File: src/rtl/mcp_ram.sv
// ----------------------------------------------------------------------
// mcp_ram: generic simple dual-port RAM
// One write port, one read port, read data registered.
// ----------------------------------------------------------------------
module mcp_ram #(
	parameter int WIDTH = 8,
	parameter int DEPTH = 16
) (
	input  logic                     clk,
	input  logic                     we,
	input  logic [$clog2(DEPTH)-1:0] waddr,
	input  logic [WIDTH-1:0]         wdata,
	input  logic [$clog2(DEPTH)-1:0] raddr,
	output logic [WIDTH-1:0]         rdata
);

	logic [WIDTH-1:0] mem [DEPTH];

	always_ff @(posedge clk) begin
		if (we) begin
			mem[waddr] <= wdata;
		end
		rdata <= mem[raddr];
	end

endmodule

File: config.mk
export PLATFORM = sky130hd
export DESIGN_NAME = mcp_ram
export DESIGN_NICKNAME = d
export VERILOG_FILES = /design/src/rtl/mcp_ram.sv
export SDC_FILE = /design/constraint.sdc
export NUM_CORES = 1
export LEC_CHECK = 0
export BUFFER_PORTS_ARGS = -buffer_cell sky130_fd_sc_hd__buf_2
export CAP_MARGIN = 20
export CORE_AREA = 2 2 125 157
export CTS_BUF_LIST = sky130_fd_sc_hd__clkbuf_2 sky130_fd_sc_hd__clkbuf_4 sky130_fd_sc_hd__clkbuf_8
export CTS_CLUSTER_SIZE = 28
export DETAILED_ROUTE_END_ITERATION = 12
export DIE_AREA = 0 0 127 159
export GPL_ROUTABILITY_DRIVEN = 0
export MAX_ROUTING_LAYER = met4
export SYNTH_ARGS = -nofsm -noshare
export SYNTH_HDL_FRONTEND = slang
export SYNTH_SLANG_ARGS = --single-unit
File: constraint.sdc
create_clock -name clk -period 1.4 [get_ports clk]
set_input_delay 0.07 -clock clk [delete_from_list [all_inputs] [get_ports clk]]
set_output_delay 0.07 -clock clk [all_outputs]
set_load 0.005 [all_outputs]
Yosys cells after proc, flatten, opt, wreduce, memory -nomap -nowiden. Memory sizes are Yosys's and may differ from the RTL's. A register that Yosys moved wholly into a read port is not among the register bits. Index checks and enable logic that the tools add are counted.

Word-level logic and storage cells: 3. Register bits: 0. Memories: 1. Bits in latches: 0. Bits in writable memories: 128. ROM bits: 0. Bits of input ports: 18. Output and inout port bits: 8.

Memories: mem (depth 16, bits a word 8, rd ports 1, clocked after memory_dff 1, write ports 1, line 17) `logic [WIDTH-1:0] mem [DEPTH];`.

Divide/modulo/power cells: 0. Mux-type cells: 2. Shift-type cells: 0. Equal/unequal tests: 0. $lt $le $gt $ge: 0. Add/subtract/negate cells: 0. Bitwise logic cells: 0. Reduce and logical (&&, ||, !) cells: 0. Multiply operators: 0.

Operators with widths (number): $mux W1 (2).

Longest topological paths before layout.
Depth in word-level cells: 2. Mapped depth: 5. Gate-level depth less buffers: 3.

Worst setup path after synthesis. Ideal clock, no wire load.

Path kind: input -> register. Start: input port waddr[2]. End: memory mem[0][0], enable pin. Path slack: -0.163 ns. Path buffers: 0. Stages: 2. Library setup time: 0.383 ns. Required time: 1.017 ns. Data arrival time: 1.180 ns. Cell sequence: or3b_2 > nor3_1.

RTL lines: start: declaration (line 11) `input logic [$clog2(DEPTH)-1:0] waddr,`; end: declaration (line 17).

No word-level cell before the write port.

==> summary.txt <==
Status
  – Status: finished, final reports clean

Pwr
  – Power Density: 1310 nW/um^2
  – Maximum vdd drop: 594 uV
  – Clock network power share: 37.1%
  – Switch Pwr: 0.00159 W
  – Tot Pwr: 0.00799 W
  – Switching share of power: 20.0%
  – Register share of total power: 57.3%
  – Int Pwr: 0.00640 W
  – Pleak: 2.03 nW
  – Comb pwr share: 5.6%

Global route
  – Number of global-route vias before repair: 2525
  – Grt ovf: 0
  – First-pass GRT wire length: 15.6 mm
  – Gr usage total: 11.1%
  – Antenna violations before repair: 0
  – Pin count of the biggest net entering global routing: 21

Synthesis
  – Sequential-to-total area share from yosys stat: 77.8%
  – Most frequent cell after synthesis: edfxtp_1
  – Number of synthesized flops with an enable pin: 128
  – Area share of the largest cell type after synthesis: 74.7%
  – Synthesized flop and latch total: 136
  – Area of the mapped netlist: 5150 um^2
  – Commonest cells post-synth: edfxtp_1 (128), mux4_2 (18), a22oi_1 (16), mux4_1 (14), nor2_1 (13)
  – Post-synth top area cell: edfxtp_1
  – Cells after Synth: 229
  – Syn nets: 247
  – YS warnings: 0
  – Synth unique cells: 19
  – Synth Flop Type: edfxtp_1
  – Mean Syn Cell Area: 22.5 um^2
  – Post-synth ARST share: 0%
  – Synth top area cells: edfxtp_1 (75%), mux4_2 (7.9%), mux4_1 (7.1%)

Finish
  – NumNets Final: 305
  – Share of layout cells above drive strength 1: 35.7%
  – Final Cell Area: 6090 um^2
  – Layout area overhead: 18.4%
  – # fillers: 1773
  – # diodes: 0
  – Post-Layout Cell Count: 532

Floorplanning
  – Die height: 159 um
  – Total die area: 20200 um^2
  – # rows: 56
  – Core Footprint: 18600 um^2
  – Num ports: 26
  – Die width: 127 um
  – Initial Util: 27.6%

Routing
  – Vias/cell: 4.59
  – Routed WL: 10.4 mm
  – DRT antenna net count: 0
  – Initial DRC Count: 223
  – Number of remaining DRC errors: 0
  – Vias: 2441
  – Pre-Repair DR Iteration Count: 5
  – DR WL/cell: 19.6 um

Critical path
  – Critical path launch point type: flop
  – Critical path's largest stage delay: 510 ps
  – Worst-path fanout max: 1
  – Crit path max-delay cell type: mux4_1
  – CP arrival: 1620 ps
  – CP cell instances: mux4_1 -> a22oi_1 -> nand2_1
  – CP bufs+invs: 0
  – Setup crit end kind: flop
  – Start point of the critical path: mem[1][3]
  – R2R Path Start: mem[1][3]
  – CP delay by family, top: multiplexers
  – CP required: 1700 ps
  – Crit Path Category: flop to flop

Clock network
  – Skew-Pair Late Insertion Delay: 420 ps
  – Clock-pin slew on the worst setup and hold paths: 70 ps
  – Clock tree sinks: 136
  – Root Driver: clkbuf_8
  – CTS tree: built
  – Cts bufs inserted: 17
  – Hold_buf cts: 0
  – Clock Tree Buf Depth: 2
  – Setup Buffers After CTS: 0
  – H-tree Lvls: 4

STA
  – Pins Over Slew Limit: 0
  – Fin crit share: 94.8%
  – Clk_skew: 12.0 ps
  – Worst slew pin tran: 872 ps
  – Unrepaired setup endpoints after global routing: no
  – Fin crit period: 1330 ps
  – # setup viols final: 0
  – Hold Worst Slack: 29.6 ps
  – Fin. Hold Viols: 0
  – Slew headroom: 41.7%
  – Fmax: 753 MHz
  – Total negative setup slack: 0 ps

Placement
  – Port bufs: 25
  – DP Area: 5700 um^2
  – HPWL after DPL: 6.93 mm
  – Placed Cells incl. Taps: 500

Run
  – Max-Cap Viols: 0

Min path
  – Hold Startpoint: wdata[5]
  – Hold Path Class: primary input to flop
cells in the final DEF (no fill, tap or decap), types with 3 or more instances in the layout:
master / count
dfxtp_1: 8
mux4_1: 13
nand2_1: 9
a22oi_2: 5
edfxtp_1: 128
buf_4: 21
nor3_1: 3
clkinv_2: 4
a22oi_1: 11
buf_12: 3
mux4_2: 19
clkbuf_8: 19
buf_2: 25
nor2_1: 13
clkbuf_4: 8
registers in the layout, summed over array words and instances (netlist names):
name,count
rdata,8
mem,128
power groups by stage:
stage / Combinational (W) / Clock [W] / Sequential [W]
floorplan: 0.000231 / 0 / 0.00466
global placement: 0.000438 / 0 / 0.00467
detailed placement: 0.000450 / 0 / 0.00467
CTS: 0.000456 / 0.00303 / 0.00458
global route: 0.000494 / 0.00322 / 0.00458
finish: 0.000449 / 0.00296 / 0.00458
cell type report:
| type | instances | area [um^2] | share of cell area, % |
|---|---|---|---|
| Sequential cell | 136 | 4000 | 65.7 |
| Clock buffer | 27 | 322 | 5.28 |
| Timing Repair Buffer | 49 | 343 | 5.63 |
| Clock inverter | 5 | 50.0 | 0.822 |
| Tap cell | 232 | 290 | 4.76 |
| Multi-Input combinational cell | 83 | 1080 | 17.8 |
metrics by stage:
step	util (%)	setup WS, ps
final	32.7	72.7
after floorplan	-	63.9
after CTS	32.7	5.40
after detailed placement	30.6	-219
after global placement	30.6	-219
after global routing	32.7	11.7
worst register-to-register path, stage by stage (launching register included):
cell and delay, ps:
edfxtp_1 360, mux4_1 510, a22oi_1 260, nand2_1 80
timing repair:
item	in CTS	in global routing
setup endpoints to repair	3	4
pin swaps	0	2
resized for setup	3	3
final timing paths:
path	to	slack [ps]	depth (start not counted)
setup / recovery	rdata[3]	70	3
hold / removal	mem[8][5]	30	1
setup reg to reg	rdata[3]	70	3
hold reg to reg	rdata[2]	680	3
kinds of logic after synthesis:
group	Yosys count	share of synthesized area [%]
AO/OA/AOI/OAI	16	2.33
AND/OR/NAND/NOR	35	3.18
flip-flops	136	77.8
buffers and inverters	10	1.68
multiplexers	32	15.0
metal layers:
layer | part of all wire, % | vias to the layer above | track usage, %
met5 | 0 | - | -
met4 | 0.90 | 0 | 3.15
met3 | 5.0 | 6 | 3.46
met2 | 53 | 68 | 17.6
met1 | 41 | 1283 | 13.7
li1 | - | 1084 | -
Power figures use the tool's default switching activity.
